`config.mk`:
```
export PLATFORM = sky130hd
export DESIGN_NAME = sdff_queue
export DESIGN_NICKNAME = d
export VERILOG_FILES = /design/src/rtl/signed_decimal_field_formatter_macros.svh /design/src/rtl/sdff_pkg.sv /design/src/rtl/sdff_queue.sv
export SDC_FILE = /design/constraint.sdc
export NUM_CORES = 1
export LEC_CHECK = 0
export BUFFER_PORTS_ARGS = -buffer_cell sky130_fd_sc_hd__buf_2
export CORE_MARGIN = 4
export CORE_UTILIZATION = 25
export CTS_CLUSTER_DIAMETER = 40
export CTS_CLUSTER_SIZE = 10
export DETAILED_ROUTE_END_ITERATION = 16
export PLACE_DENSITY_LB_ADDON = 0.15
export REMOVE_ABC_BUFFERS = 1
export SYNTH_ARGS = -nofsm -noshare
export SYNTH_HDL_FRONTEND = slang
export SYNTH_SLANG_ARGS = --single-unit
```
`constraint.sdc`:
```
create_clock -name clk -period 9 [get_ports clk]
set_input_delay 0 -clock clk [delete_from_list [all_inputs] [get_ports clk]]
set_output_delay 0 -clock clk [all_outputs]
set_load 0.05 [all_outputs]
```
`src/rtl/signed_decimal_field_formatter_macros.svh`:
```
`ifndef SIGNED_DECIMAL_FIELD_FORMATTER_MACROS_SVH
`define SIGNED_DECIMAL_FIELD_FORMATTER_MACROS_SVH

// same-cycle implication, clocked on clk, held off during rst
`define SDFF_ASSERT_NOW(label, ante, cons, msg) \
  label: assert property (@(posedge clk) disable iff (rst) (ante) |-> (cons)) \
    else $error(msg);

// next-cycle implication
`define SDFF_ASSERT_NEXT(label, ante, cons, msg) \
  label: assert property (@(posedge clk) disable iff (rst) (ante) |=> (cons)) \
    else $error(msg);

`endif

```
`src/rtl/sdff_pkg.sv`:
```
package sdff_pkg;

  localparam int MAX_FIELD  = 64;
  localparam int MAX_DIGITS = 10;
  localparam int LEN_W      = 7;
  localparam int ND_W       = 4;
  localparam int DIGS_W     = 4 * MAX_DIGITS;
  localparam int IN_W       = 56;
  localparam int OUT_W      = 16;

  localparam logic [7:0] CH_SPACE = 8'h20;
  localparam logic [7:0] CH_PLUS  = 8'h2B;
  localparam logic [7:0] CH_MINUS = 8'h2D;
  localparam logic [7:0] CH_ZERO  = 8'h30;

  // ceil(2^35 / 10), exact quotient for any 32-bit value
  localparam logic [31:0] RECIP10 = 32'hCCCC_CCCD;

  typedef struct packed {
    logic [LEN_W-1:0]  lead;
    logic              has_sign;
    logic [7:0]        sign_ch;
    logic [LEN_W-1:0]  zeros;
    logic [ND_W-1:0]   nd;
    logic [DIGS_W-1:0] digs;
    logic [LEN_W-1:0]  trail;
    logic [LEN_W-1:0]  total;
  } job_t;

  typedef struct packed {
    logic full;
    logic empty;
  } q_stat_t;

endpackage

```
`src/rtl/sdff_queue.sv`:
```
module sdff_queue (
  input  logic              clk,
  input  logic              rst,
  input  logic              push,
  input  sdff_pkg::job_t    push_job,
  input  logic              pop,
  output sdff_pkg::job_t    pop_job,
  output sdff_pkg::q_stat_t stat
);

  sdff_pkg::job_t entries [2];
  logic           wr_ptr;
  logic           rd_ptr;
  logic [1:0]     count;

  assign pop_job    = entries[rd_ptr];
  assign stat.full  = (count == 2'd2);
  assign stat.empty = (count == 2'd0);

  always_ff @(posedge clk) begin
    if (push) begin
      entries[wr_ptr] <= push_job;
    end
  end

  always_ff @(posedge clk) begin
    if (rst) begin
      wr_ptr <= 1'b0;
      rd_ptr <= 1'b0;
      count  <= 2'd0;
    end else begin
      if (push) begin
        wr_ptr <= ~wr_ptr;
      end
      if (pop) begin
        rd_ptr <= ~rd_ptr;
      end
      case ({push, pop})
        2'b10:   count <= count + 1'b1;
        2'b01:   count <= count - 1'b1;
        default: count <= count;
      endcase
    end
  end

endmodule

```
==> results.md <==
- Status: finished, final reports clean
- Die area: 26,660 sq um
- Crit Path Class: flip-flop to output pin
- Largest net degree at the start of global routing: 58
- Post-Synth Adder-Cell Area: 0.2076%
- Total GRT Usage: 9.871%
- Die height: 163.3 microns
- Worst EP arrival: 2.41 ns
- Largest family of logic cells by synthesized area: multiplexers
- Slew Limit Fails: 0
- Yosys top cell by area: edfxtp_1
- CP Max Fanout: 57
- H-tree levels: 4
- Total grt overflow: 0
- Simple-gate share of the synthesized area: 0.7266%
- Internal power: 1377 uW
- WL final: 12,800 microns
- Top-area cell type share of the netlist area: 80.71%
- Fillcell total: 2,264
- Top cells by area, synth: edfxtp_1 (81%), mux2_2 (15%), dfxtp_1 (1.7%), buf_2 (0.75%), xnor2_1 (0.44%)
- Placer Congestion: 0.6675
- Initial DRC count: 111
- Worst-path cell chain: buf_4 > mux2_2 > buf_2
- CTS root buf: clkbuf_16
- CTS sink count: 167
- Pwr Density: 224.1 nW/um^2
- Initial Utilization: 25.52%
- Slowest cell on the critical path: buf_4
- Cell Rows: 56
- Max Fclk: 0.4147 GHz
- First-pass GRT wire length: 20,070 microns
- Post-DRT Antenna Nets: 0
- Final period demand of the worst path: 2.411 ns
- Vias per inst: 3.958
- Biggest cell delay along the critical path: 0.68 ns
- Final Setup Violations: 0
- #FFs+latches synth: 167
- Setup TNS: 0 ns
- Seq pwr share: 47.5%
- Hold_ws: 0.2963 ns
- Post-synthesis mux area share: 15.13%
- Die span in x: 163.3 microns
- Max VDD drop: 112.8 uV
- Sw Share: 28.93%
- Psw: 560.6 uW
- Drt pass-1 iters: 4
- Total CTS buffers: 17
- Hold WC Path Type: primary input to flip-flop
- CORE AREA: 23,610 sq um
- Clock transition at path regs: 0.07 ns
- XOR/XNOR Fraction of Synth Area: 0.5813%
- Post-cts resize count: 0
- Comb power frac: 17.5%
- Detailed placer's ending HPWL: 7794 microns
- CTS tree: yes
- Layout Nets: 625
- Sequential share of the synthesized area: 82.37%
- P&R area growth vs syn: 43.49%
- Top-level I/O count: 168
- Sequential Area: 4969 sq um
- Leak pwr: 0.003203 uW
- Multi-input gate area: 1023 sq um
- Hold Vio Cnt, Final: 0
- Max transition margin: 45.50%
- Avg Inst Size Synth: 22.00 sq um
- Worst-Margin Slew: 0.8175 ns
- Vias in the first global route: 3,773
- Final core utilization: 36.63%
- Number of port buffers: 167
- Post-Syn Instances: 274
- Critical Path RT: 9.00 ns
- Antenna diodes: 0
- Compound-Gate Fraction of Synth Area: 0.1661%
- Yosys warns: 0
- Skew final: 0.01421 ns
- Cell Area, Synth: 6027 sq um
- RSZ-0062 raised after global routing: no
- Setup crit start kind: flip-flop
- Layout cells sized above 1: 51.99%
- Clk pwr share: 35.0%
- Total of max-cap violations: 0
- Drt wl/cell: 14.69 microns
- Netlist cell types: 14
- Crit. End Element: output pin
- Via count: 3,447
- Clock latency on the worst-skew pair: 0.42 ns
- Maximum buffer depth of the clock tree: 2
- DRC viols: 0
- Initial antenna violation count: 0
- Final period util: 26.79%
==> state kept, by name (all words and copies together), names as in the netlist, named ones only <==
register / cells
entries: 162
count: 2
rd_ptr: 1
wr_ptr: 1
==> per-layer routing <==
metal	track usage, %	vias up	wire (microns)
li1	-	1612	-
met1	12.11	1721	5689
met2	16.38	106	6228
met3	2.902	8	738
met4	4.003	0	142
met5	0	-	0
==> synth_stat cells <==
cell type and n:
xor2_1 1, o21ai_0 1, a21oi_1 1, xnor2_1 3, and2b_2 1, nor2_1 6, edfxtp_1 162, ha_1 1
inv_1 1, and2_1 1, buf_2 9, mux2_2 81, dfxtp_1 5, or3_1 1
==> cells in the final DEF, fill, tap and decap left out <==
master         count
a21oi_1            1
and2_4             1
and2b_2            1
buf_2            167
buf_4              4
clkbuf_1           1
clkbuf_16         17
clkinv_2           2
clkinv_4           1
clkinvlp_4         4
dfxtp_1            4
dfxtp_4            1
dlygate4sd3_1     84
edfxtp_1         162
ha_1               1
inv_1              1
inv_6              4
inv_8              3
mux2_2            81
nor2_1             5
nor2_4             1
o21ai_0            1
or3_1              1
xnor2_1            3
xor2_1             1
==> through the flow <==
step	setup WS (ns)	std cells	cell area, sq um	power (uW)
2_1_floorplan	4.771	265	5982	1169
3_3_place_gp	6.946	755	7261	1252
3_5_place_dp	6.905	755	7261	1257
4_1_cts	6.460	871	8648	1976
5_1_grt	6.443	871	8648	2026
6_report	6.589	871	8648	1938
==> worst max-delay path, delay by kind of cell, from the launching register on <==
kind | cells | cell delay, ns
DFF | 1 | 0.58
buffers and inverters | 2 | 0.90
muxes | 1 | 0.43
==> power by group through the flow <==
stage / clock network, uW / registers, uW / logic [uW]
global placement: 0 / 937 / 315
detailed placement: 0 / 939 / 317
CTS: 707 / 922 / 347
floorplan: 0 / 944 / 224
global route: 741 / 926 / 360
finish: 678 / 921 / 339
==> timing repair <==
item	4_1_cts	5_1_grt
buffers inserted	0	0
hold endpoints to repair	167	0
hold buffers	84	0
==> worst paths after layout <==
kind	startpoint	to	slack [ns]	depth (start not counted)
setup / recovery	flip-flop	pop_job[5]	6.59	3
hold / removal	push_job[64]	entries[0][64]	0.30	2
setup reg to reg	wr_ptr	entries[1][65]	6.99	2
hold reg to reg	rd_ptr	rd_ptr	0.52	2
==> cells by family after synthesis <==
| logic type | count (synthesis) |
|---|---|
| DFF | 167 |
| AOI/OAI and AO/OA | 2 |
| xor gates and xnor gates | 4 |
| and+or+nand+nor | 9 |
| buffers and inverters | 10 |
| adders and majority gates | 1 |
| muxes | 81 |
==> final cells by class <==
type,count,share of cell area [%]
Clock buffer,18,4.962
Clock inverter,14,1.360
Timing Repair Buffer,255,19.73
Multi-Input combinational cell,97,11.83
Inverter,1,0.04340
Sequential cell,167,57.45
Tap cell,319,4.615
No activity file was read; power rests on OpenSTA's default activity.
