## config.mk

```make
export PLATFORM = sky130hd
export DESIGN_NAME = sdff_back
export DESIGN_NICKNAME = d
export VERILOG_FILES = /design/src/rtl/signed_decimal_field_formatter_macros.svh /design/src/rtl/sdff_pkg.sv /design/src/rtl/sdff_back.sv
export SDC_FILE = /design/constraint.sdc
export NUM_CORES = 1
export LEC_CHECK = 0
export BUFFER_PORTS_ARGS = -buffer_cell sky130_fd_sc_hd__clkbuf_2
export CAP_MARGIN = 20
export CORE_ASPECT_RATIO = 1.25
export CORE_UTILIZATION = 48
export DETAILED_ROUTE_END_ITERATION = 10
export GPL_ROUTABILITY_DRIVEN = 0
export GPL_TIMING_DRIVEN = 1
export PLACE_DENSITY = 0.83
export SYNTH_ARGS = -nofsm -noshare
export SYNTH_HDL_FRONTEND = slang
export SYNTH_SLANG_ARGS = --single-unit
```

## constraint.sdc

```tcl
create_clock -name clk -period 2.9 [get_ports clk]
set_clock_uncertainty 0.05 [all_clocks]
set_input_delay 0.145 -clock clk [delete_from_list [all_inputs] [get_ports clk]]
set_output_delay 0.145 -clock clk [all_outputs]
set_load 0.02 [all_outputs]
```

## src/rtl/signed_decimal_field_formatter_macros.svh

```systemverilog
`ifndef SIGNED_DECIMAL_FIELD_FORMATTER_MACROS_SVH
`define SIGNED_DECIMAL_FIELD_FORMATTER_MACROS_SVH

// same-cycle implication, clocked on clk, held off during rst
`define SDFF_ASSERT_NOW(label, ante, cons, msg) \
  label: assert property (@(posedge clk) disable iff (rst) (ante) |-> (cons)) \
    else $error(msg);

// next-cycle implication
`define SDFF_ASSERT_NEXT(label, ante, cons, msg) \
  label: assert property (@(posedge clk) disable iff (rst) (ante) |=> (cons)) \
    else $error(msg);

`endif

```

## src/rtl/sdff_pkg.sv

```systemverilog
package sdff_pkg;

  localparam int MAX_FIELD  = 64;
  localparam int MAX_DIGITS = 10;
  localparam int LEN_W      = 7;
  localparam int ND_W       = 4;
  localparam int DIGS_W     = 4 * MAX_DIGITS;
  localparam int IN_W       = 56;
  localparam int OUT_W      = 16;

  localparam logic [7:0] CH_SPACE = 8'h20;
  localparam logic [7:0] CH_PLUS  = 8'h2B;
  localparam logic [7:0] CH_MINUS = 8'h2D;
  localparam logic [7:0] CH_ZERO  = 8'h30;

  // ceil(2^35 / 10), exact quotient for any 32-bit value
  localparam logic [31:0] RECIP10 = 32'hCCCC_CCCD;

  typedef struct packed {
    logic [LEN_W-1:0]  lead;
    logic              has_sign;
    logic [7:0]        sign_ch;
    logic [LEN_W-1:0]  zeros;
    logic [ND_W-1:0]   nd;
    logic [DIGS_W-1:0] digs;
    logic [LEN_W-1:0]  trail;
    logic [LEN_W-1:0]  total;
  } job_t;

  typedef struct packed {
    logic full;
    logic empty;
  } q_stat_t;

endpackage

```

## src/rtl/sdff_back.sv

```systemverilog
module sdff_back (
  input  logic                       clk,
  input  logic                       rst,
  input  logic                       q_empty,
  input  sdff_pkg::job_t             job,
  output logic                       pop,
  output logic                       m_tvalid,
  input  logic                       m_tready,
  output logic [sdff_pkg::OUT_W-1:0] m_tdata,
  output logic                       m_tlast
);

  logic                        busy;
  logic [sdff_pkg::LEN_W-1:0]  lead;
  logic                        has_sign;
  logic [7:0]                  sign_ch;
  logic [sdff_pkg::LEN_W-1:0]  zeros;
  logic [sdff_pkg::ND_W-1:0]   nd;
  logic [sdff_pkg::DIGS_W-1:0] digs;
  logic [sdff_pkg::LEN_W-1:0]  trail;
  logic [sdff_pkg::LEN_W-1:0]  left_cnt;
  logic [sdff_pkg::LEN_W-1:0]  total;

  logic [7:0]                  out_char;
  logic                        out_last;
  logic [sdff_pkg::LEN_W-1:0]  out_total;

  logic                        adv;
  logic                        emit;
  logic [7:0]                  ch;

  assign adv  = !m_tvalid || m_tready;
  assign emit = busy && adv;
  assign pop  = !busy && !q_empty;

  // digits sit most significant first in the low nibble
  always_comb begin
    if (lead != '0) begin
      ch = sdff_pkg::CH_SPACE;
    end else if (has_sign) begin
      ch = sign_ch;
    end else if (zeros != '0) begin
      ch = sdff_pkg::CH_ZERO;
    end else if (nd != '0) begin
      ch = sdff_pkg::CH_ZERO + {4'h0, digs[3:0]};
    end else begin
      ch = sdff_pkg::CH_SPACE;
    end
  end

  assign m_tdata = {1'b0, out_total, out_char};
  assign m_tlast = out_last;

  always_ff @(posedge clk) begin
    if (rst) begin
      busy     <= 1'b0;
      m_tvalid <= 1'b0;
    end else begin
      if (adv) begin
        m_tvalid <= busy;
      end
      if (pop) begin
        busy     <= 1'b1;
        lead     <= job.lead;
        has_sign <= job.has_sign;
        sign_ch  <= job.sign_ch;
        zeros    <= job.zeros;
        nd       <= job.nd;
        digs     <= job.digs;
        trail    <= job.trail;
        left_cnt <= job.total;
        total    <= job.total;
      end else if (emit) begin
        out_char  <= ch;
        out_last  <= (left_cnt == 7'd1);
        out_total <= total;
        left_cnt  <= left_cnt - 1'b1;
        if (left_cnt == 7'd1) begin
          busy <= 1'b0;
        end
        if (lead != '0) begin
          lead <= lead - 1'b1;
        end else if (has_sign) begin
          has_sign <= 1'b0;
        end else if (zeros != '0) begin
          zeros <= zeros - 1'b1;
        end else if (nd != '0) begin
          nd   <= nd - 1'b1;
          digs <= digs >> 4;
        end else begin
          trail <= trail - 1'b1;
        end
      end
    end
  end

endmodule
```

==> metrics.md, run 1 <==
| Metric | Value |
|---|---|
| Status | finished, final reports clean |
| Post-CTS Setup Repair Bufs | 0 |
| Mapped cell area | 4330 um2 |
| Dpl hpwl | 5410 um |
| CTS tree | done |
| Post-CTS resize count | 0 |
| Sum Neg Setup Slack | 0 ns |
| Part of the cycle the worst path needs | 91.5% |
| Slew at the pin closest to its max-slew limit | 1.04 ns |
| Area of combinational cells with multiple inputs | roughly 1300 um2 |
| All-layer global routing usage | between 20 and 25% |
| Number of port buffers | 95 |
| Depth of the CTS H-tree | 3 |
| Synthesized-area fraction occupied by xor and xnor cells | 2.02% |
| Vias in the first global route | 3119 |
| Type of the worst min-delay path | primary input to flop |
| Post-synthesis share of cell area spent on full adders, half adders and majority gates | 2.02% |
| Main combinational cell family by area after synthesis | simple AND/OR/NAND/NOR gates |
| End of the worst register-to-register path | digs[33] |
| Post-synthesis sequential area ratio | between 60% and 70% |
| Post-route worst hold slack | 0.0103 ns |
| Post-Synthesis Mean Instance Area | 11.8 um2 |
| Worst hold path startpoint | job[39] |
| Largest net degree at the start of global routing | 67 |
| Final standard cell count with taps included and fillers excluded | ~640 |
| CP Buf/Inv Count | 1 |
| Worst setup timing slack at the placement stage | 0.260 ns |
| Clock insertion delay at the later pin of the skew report | roughly 0.36 ns |
| Inst Count DP | ~570 |
| Growth of design area from synthesis to finish | 30.3% |
| Full die area | 9410 um2 |
| Inserted Clock Buffers | 9 |
| Height of the die | 108 um |
| Hold worst-path end | digs[25] |
| Count of flip-flops with a built-in enable after synthesis | 97 |
| Clock edge transition at the registers on the reported setup and hold paths | 0.09 ns |
| Reg-to-reg startpoint | zeros[0] |
| Final worst-path setup slack | 0.247 ns |
| Number of distinct library cell variants in the gate-level netlist after synthesis | 37 |
| Max Cap Violations | 0 |
| RSZ-0062 raised after global routing | false |
| Ys flop type | edfxtp_1 |
| Async S/R FF share, synth | 0% |
| Antenna-violating nets left | 0 |
| Total count of max-transition violations in the final report | 0 |
| Cell class contributing the biggest share of worst-path delay | compound AO/OA/AOI/OAI gates |
| Shortest period the worst path allows | 2.65 ns |
| Buffer depth of the longest clock path | 2 |
| Worst rel slew slack | 30.8% |
| Initial DRC count | 167 |
| Crit path largest cell delay | just over 0.9 ns |
| Horiz. Die Dim | around 87 um |
| Static Leakage | 2.35 nW |
| Total number of vias | 3178 |
| Starting utilization of the core area | 49.8% |
| Fillcell total | 674 |
| Number of storage elements in the synthesis netlist | slightly below 100 |
| Maximum resistive drop on vdd | 0.305 mV |
| Routed wire per std cell | between 10 and 15 um |
| Sequential standard cell area | 2950 um2 |
| Clock root cell | clkbuf_8 |
| Required @ worst endpoint | 2.83 ns |
| Fraction of synthesized area in multiplexers | 0% |
| Area of all placed cells without fillers | 5640 um2 |
| Critical-path top delay cell | o2bb2a_2 |
| Antenna violations before repair | 0 |
| Drt drc | 0 |
| Hold Vio Cnt, Final | 0 |
| Number of sinks driven by the clock tree | a little under 100 |
| Path type of the worst setup path | flop to flop |
| Synth Area in Compound Gates | 6.82% |
| Number of cell rows | 38 |
| CP startpoint kind | flop |
| Count of mapped cells out of synthesis | roughly 370 |
| First-pass GRT wire length | 14100 um |
| Arrival time at the worst endpoint | ~2.6 ns |
| Iteration count of the initial detailed-routing pass | 4 |
| Area inside the core boundary | 8700 um2 |
| Warning count from the yosys run | 0 |
| Antenna diode instance count | 0 |
| Placed Instance Area | 4920 um2 |
| Power per cell area | 503 nW/um2 |
| Global route overflow | 0 |
| Total wirelength of the detailed-routed design | 8800 um |
| Depth of the worst hold-timing path | 3 |
| Top achievable clock speed | 377 MHz |
| Cell chain of the critical path | inv_1 -> ha_1 -> nor2b_1 -> and4b_1 -> o2bb2a_2 |
| Post-synthesis share of cell area spent on and, or, nand and nor gates | 18.2% |
| Largest fanout on the critical path | 44 |
| Nature of the critical path endpoint | flop |
| # IOs | 104 |
| Total setup violations reported at the end of the flow | 0 |
| Net count after synthesis | 458 |
| Slack of the worst reg-to-reg path | 0.25 ns |
| Post-layout nets | 606 |
| Ratio of cells with drive above 1 in the final layout | 23.9% |
| Cell depth of the worst flop-to-flop path | 5 |
| Vias per Instance | 4.98 |
==> logic make-up after synthesis <==
| group | Yosys count |
|---|---|
| AOI/OAI and AO/OA | 46 |
| xor gates and xnor gates | 10 |
| adders and majority gates | 7 |
| buffers and inverters | 29 |
| DFF | 99 |
| other | 1 |
| and+or+nand+nor | 174 |
==> where the power goes <==
group / switching [mW] / internal (mW) / leakage (nW) / total [mW]
combinational: 0.164 / 0.154 / 1.35 / 0.318
clock: 0.459 / 0.391 / 0.0881 / 0.851
sequential: 0.0299 / 1.64 / 0.918 / 1.67
total: 0.652 / 2.18 / 2.35 / 2.84
==> routing by layer <==
layer | global-route usage [%] | up-vias | routed length [um]
li1 | - | 1570 | -
met3 | 4.20 | 15 | 301
met4 | 8.33 | 0 | 185
met2 | 34.5 | 85 | 4480
met1 | 24.3 | 1508 | 3840
met5 | 0 | - | 0
==> synth_stat cells, types with 3 or more instances <==
cell        n  share of area (%)
nand2_1   121                 10
edfxtp_1   97                 67
nor2_1     16                1.4
o21ai_0    14                1.6
a21oi_1    13                1.5
inv_1      12                1.0
xnor2_1    10                2.0
and2_1      8                1.2
clkbuf_1    8               0.69
ha_1        7                2.0
a31oi_1     6               0.87
a32o_1      4               0.92
buf_1       4               0.35
nor3b_1     4               0.69
and4b_1     3               0.69
buf_2       3               0.35
nand2b_1    3               0.43
nor2b_1     3               0.43
nor3_1      3               0.35
or3_1       3               0.43
==> tightest hold or removal path: cells and delay by family <==
family	cells	cell delay, ns
buf+inv	1	0.07
simple gates	2	0.09
==> layout make-up <==
cell class	count	share of cell area [%]
Multi-Input combinational cell	238	22.4
Inverter	13	0.865
Tap cell	120	2.66
Clock buffer	10	2.26
Sequential cell	99	52.4
Timing Repair Buffer	153	18.5
Clock inverter	5	0.976
==> state kept, by name (all words and copies together), names as in the netlist, 4 cells and up <==
register	count
zeros	7
out_char	8
out_total	7
digs	40
nd	4
lead	7
left_cnt	7
sign_ch	8
total	7
==> worst max-delay path by stage <==
| stage | slack [ns] | cells past startpoint | from | to |
|---|---|---|---|---|
| 6_report | 0.25 | 5 | zeros[0] | digs[33] |
| 3_5_place_dp | 0.26 | 5 | zeros[0] | digs[13] |
| 3_3_place_gp | 0.38 | 5 | zeros[0] | digs[21] |
| 5_1_grt | 0.11 | 5 | zeros[0] | digs[37] |
| 4_1_cts | 0.24 | 5 | zeros[0] | digs[25] |
| 2_1_floorplan | 0.16 | 3 | zeros[3] | digs[0] |
==> cell usage in the layout, fill, tap and decap left out, types with 3 or more instances in the layout <==
cell type	n
clkbuf_8	9
ha_1	7
xnor2_1	10
a32o_1	4
and2_1	8
clkbuf_2	95
nor2_1	16
inv_1	12
nor2b_1	3
nor3_1	3
and4b_1	3
nand2_1	121
a21oi_1	13
nor3b_1	4
buf_4	4
nand2b_1	3
dlygate4sd3_1	53
a31oi_1	6
or3_1	3
edfxtp_1	97
o21ai_0	14
==> what timing repair did <==
action | in CTS | in global routing
setup endpoints to repair | 0 | 0
endpoints found under the hold margin | 51 | 2
hold buffers | 51 | 2
==> per-stage QoR <==
stage	total power, mW	utilization [%]
CTS	2.84	64.5
detailed placement	1.96	56.5
global route	2.95	64.8
global placement	1.95	56.5
floorplan	1.85	-
finish	2.84	64.8
Power figures use the tool's default switching activity.
==> run 2, diff against run 1 <==
ABC_AREA = 1   (was not set)
PLACE_DENSITY = 0.82   (was 0.83)
==> run 2 against run 1 <==
  * Highest routed layer unchanged
  * Wire length grew 6.0%
  * Synthesized cell count increased by 17%
  * Final cell count increased by 8.8%
  * Combinational power grew 22%
  * Global-route usage up 1.1 points
  * Non-clock buffer count shrank 8
==> metrics.md, run 2 <==
| Metric | Value |
|---|---|
| Post-synthesis sequential area ratio | 67.2% (was 68.2%) |
| Part of the cycle the worst path needs | 77.6% (was 91.5%) |
| Area of combinational cells with multiple inputs | 1240 um2 (was 1260 um2) |
| Iteration count of the initial detailed-routing pass | 4 (unchanged) |
| Nature of the critical path endpoint | flop (unchanged) |
| Status | finished, final reports clean (unchanged) |
| Most frequent cells in the layout | 171 x nand2_1, 97 x edfxtp_1, 95 x clkbuf_2, 42 x dlygate4sd3_1, 35 x inv_1 (was 121 x nand2_1, 97 x edfxtp_1, 95 x clkbuf_2, 53 x dlygate4sd3_1, 16 x nor2_1) |
| Post-layout nets | 661 (was 606) |
| Power per cell area | 509 nW/um2 (was 503 nW/um2) |
| Async S/R FF share, synth | 0% (unchanged) |
| Ys flop type | edfxtp_1 (unchanged) |
| Clock root cell | clkbuf_8 (unchanged) |
| Max Cap Violations | 0 (unchanged) |
| Global route overflow | 0 (unchanged) |
| Cell chain of the critical path | inv_1 -> ha_1 -> inv_1 -> nor2_1 -> nand3_1 -> nor2_1 -> nor2_1 -> nor2_4 -> buf_12 (was inv_1 -> ha_1 -> nor2b_1 -> and4b_1 -> o2bb2a_2) |
| Initial DRC count | 186 (was 167) |
| Warning count from the yosys run | 0 (unchanged) |
| Area inside the core boundary | 8800 um2 (was 8700 um2) |
| Most numerous cell on the critical path | nor2_1 |
| Ratio of cells with drive above 1 in the final layout | 20.9% (was 23.9%) |
| Total wirelength of the detailed-routed design | 9330 um (was 8800 um) |
| Largest fanout on the critical path | 39 (was 44) |
| Largest net degree at the start of global routing | 52 (was 67) |
| Number of storage elements in the synthesis netlist | 99 (unchanged) |
| Cts-stage hold buffer count | 41 (was 51) |
| Dpl hpwl | 5730 um (was 5410 um) |
| Total count of max-transition violations in the final report | 0 (unchanged) |
| Crit path largest cell delay | 0.41 ns (was 0.91 ns) |
| Antenna diode instance count | 0 (unchanged) |
| Type of the worst min-delay path | primary input to flop (unchanged) |
| Most frequently used cell type in the post-synthesis netlist | nand2_1 (unchanged) |
| Mapped cell area | 4400 um2 (was 4330 um2) |
| Height of the die | 109 um (was 108 um) |
| Met2 routed wirelength | 4960 um (was 4480 um) |
| Required @ worst endpoint | 2.92 ns (was 2.83 ns) |
| Clock edge transition at the registers on the reported setup and hold paths | 0.09 ns (about the same) |
| Fillcell total | 670 (was 674) |
| Sum of internal, switching and leakage power | 2.86 mW (was 2.84 mW) |
| Full die area | 9550 um2 (was 9410 um2) |
| First-pass GRT wire length | 14900 um (was 14100 um) |
| Total number of vias | 3373 (was 3178) |
| Post-Synthesis Mean Instance Area | 10.3 um2 (was 11.8 um2) |
| Depth of the CTS H-tree | 3 (unchanged) |
| Number of port buffers | 95 (unchanged) |
| Total setup violations reported at the end of the flow | 0 (unchanged) |
| Vias in the first global route | 3329 (was 3119) |
| Leading area contributor after synthesis | edfxtp_1 (unchanged) |
| Fraction of post-synthesis cell area in the top cell type by area | 66.2% (was 67.3%) |
| Buffer depth of the longest clock path | 2 (unchanged) |
| Post-CTS resize count | 0 (unchanged) |
| Detailed route wirelength on metal3 | 485 um (was 301 um) |
| Biggest regs | digs (40), out_char (8), sign_ch (8) (unchanged) |
| Maximum resistive drop on vdd | 0.241 mV (was 0.305 mV) |
| RSZ-0062 raised after global routing | false (unchanged) |
| Starting utilization of the core area | 50.0% (was 49.8%) |
| Largest register by flop count | digs (unchanged) |
| Number of sinks driven by the clock tree | 99 (unchanged) |
| Horiz. Die Dim | 87.6 um (was 86.9 um) |
| Worst rel slew slack | 60.9% (was 30.8%) |
| All-layer global routing usage | 21.1% (was 20.0%) |
| Most common cell after layout, fill and taps aside | nand2_1 (unchanged) |
| Most common library cells after synthesis | 171 x nand2_1, 97 x edfxtp_1, 35 x inv_1 (was 121 x nand2_1, 97 x edfxtp_1, 16 x nor2_1) |
| Post-CTS Setup Repair Bufs | 0 (unchanged) |
| Top achievable clock speed | 444 MHz (was 377 MHz) |
| Routed wire per std cell | 13.4 um (was 13.8 um) |
| Hold Vio Cnt, Final | 0 (unchanged) |
| Drt drc | 0 (unchanged) |
| Flip-flop count of the largest register, all copies and words added | 40 (unchanged) |
| Antenna violations before repair | 0 (unchanged) |
| Clock insertion delay at the later pin of the skew report | 0.38 ns (was 0.36 ns) |
| Count of flip-flops with a built-in enable after synthesis | 97 (unchanged) |
| Highest metal layer used by the detailed router | met4 (unchanged) |
| Sequential standard cell area | 2950 um2 (unchanged) |
| Count of mapped cells out of synthesis | 428 (was 366) |
| Net count after synthesis | 520 (was 458) |
| Slew at the pin closest to its max-slew limit | 0.584 ns (was 1.04 ns) |
| Antenna-violating nets left | 0 (unchanged) |
| Number of cell rows | 38 (unchanged) |
| Ranking of synthesized cells by area | edfxtp_1 66%, nand2_1 15%, inv_1 3.0% (was edfxtp_1 67%, nand2_1 10%, ha_1 2.0%) |
| Number of distinct library cell variants in the gate-level netlist after synthesis | 26 (was 37) |
| Growth of design area from synthesis to finish | 27.7% (was 30.3%) |
| Shortest period the worst path allows | 2.25 ns (was 2.65 ns) |
| # IOs | 104 (unchanged) |
| Arrival time at the worst endpoint | 2.27 ns (was 2.59 ns) |
| Vias per Instance | 4.86 (was 4.98) |
| Critical-path top delay cell | edfxtp_1 (was o2bb2a_2) |
| Static Leakage | 2.48 nW (was 2.35 nW) |
| CP startpoint kind | flop (unchanged) |
| Detailed-routing wirelength on met1 | 3720 um (was 3840 um) |
| CTS tree | done (unchanged) |
| Inserted Clock Buffers | 9 (unchanged) |
| Sum Neg Setup Slack | 0 ns (unchanged) |
| Path type of the worst setup path | flop to flop (unchanged) |
-- run 2: changes by cell type in the layout (fill, tap and decap cells not counted), sizes merged, moves of 4 or more --
cell         delta
buf             +4
xor2            +6
a32o            -4
a21oi           -9
dlygate4sd3    -11
nand3          +18
a31oi           -5
nand2          +50
nor2           +20
inv            +25
and2            -8
o21ai           +7
xnor2           -8
-- run 2: cells by family (layout without fill, tap and decap cells) --
kind of cell	Yosys count	after routing	share of synthesized area [%]
buffers and inverters	52	198	4.70
DFF	99	99	67.2
and+or+nand+nor	235	235	21.5
xor gates and xnor gates	8	8	1.59
AOI/OAI and AO/OA	26	26	2.99
other	1	1	0.0853
adders and majority gates	7	7	1.99
-- run 2: layer usage --
layer,vias to the layer above,track usage [%]
met1,1547,23.0
li1,1678,-
met5,-,0
met4,0,8.20
met2,131,38.7
met3,17,5.53
-- run 2: worst paths after layout --
kind | startpoint | to | slack [ns] | cells after the start
setup / recovery | zeros[0] | digs[36] | 0.65 | 9
hold / removal | job[15] | digs[1] | 0.002 | 3
setup reg to reg | zeros[0] | digs[36] | 0.65 | 9
hold reg to reg | total[1] | out_total[1] | 0.38 | 0
-- run 2: cell type report --
class,count,share of cell area [%]
Inverter,37,2.47
Timing Repair Buffer,145,17.2
Multi-Input combinational cell,277,22.2
Tap cell,120,2.67
Sequential cell,99,52.6
Clock inverter,5,0.512
Clock buffer,11,2.34
-- run 2: report_power, final --
part	switching (mW)	total (mW)	internal, mW	leakage [nW]
combinational	0.229	0.389	0.160	1.49
clock	0.467	0.776	0.309	0.0788
sequential	0.0319	1.69	1.66	0.917
-- run 2: worst max-delay path: cells and delay by family (launching register included) --
kind / cells / cell delay, ns
buffers and inverters: 3 / 0.41
and+or+nand+nor: 5 / 0.90
DFF: 1 / 0.41
adders and majority gates: 1 / 0.15
-- run 2: metrics by stage --
step                      cell area [um2]  utilization [%]  setup slack (ns)  hold slack (ns)  cells
after floorplan                      4400                -             0.226            0.167    428
after global placement               5030             57.2             0.758            0.277    636
after detailed placement             5030             57.2             0.681            0.274    636
after CTS                            5610             63.7             0.656          0.00187    693
after global routing                 5620             63.8             0.448          0.00457    694
final                                5620             63.8             0.650          0.00230    694
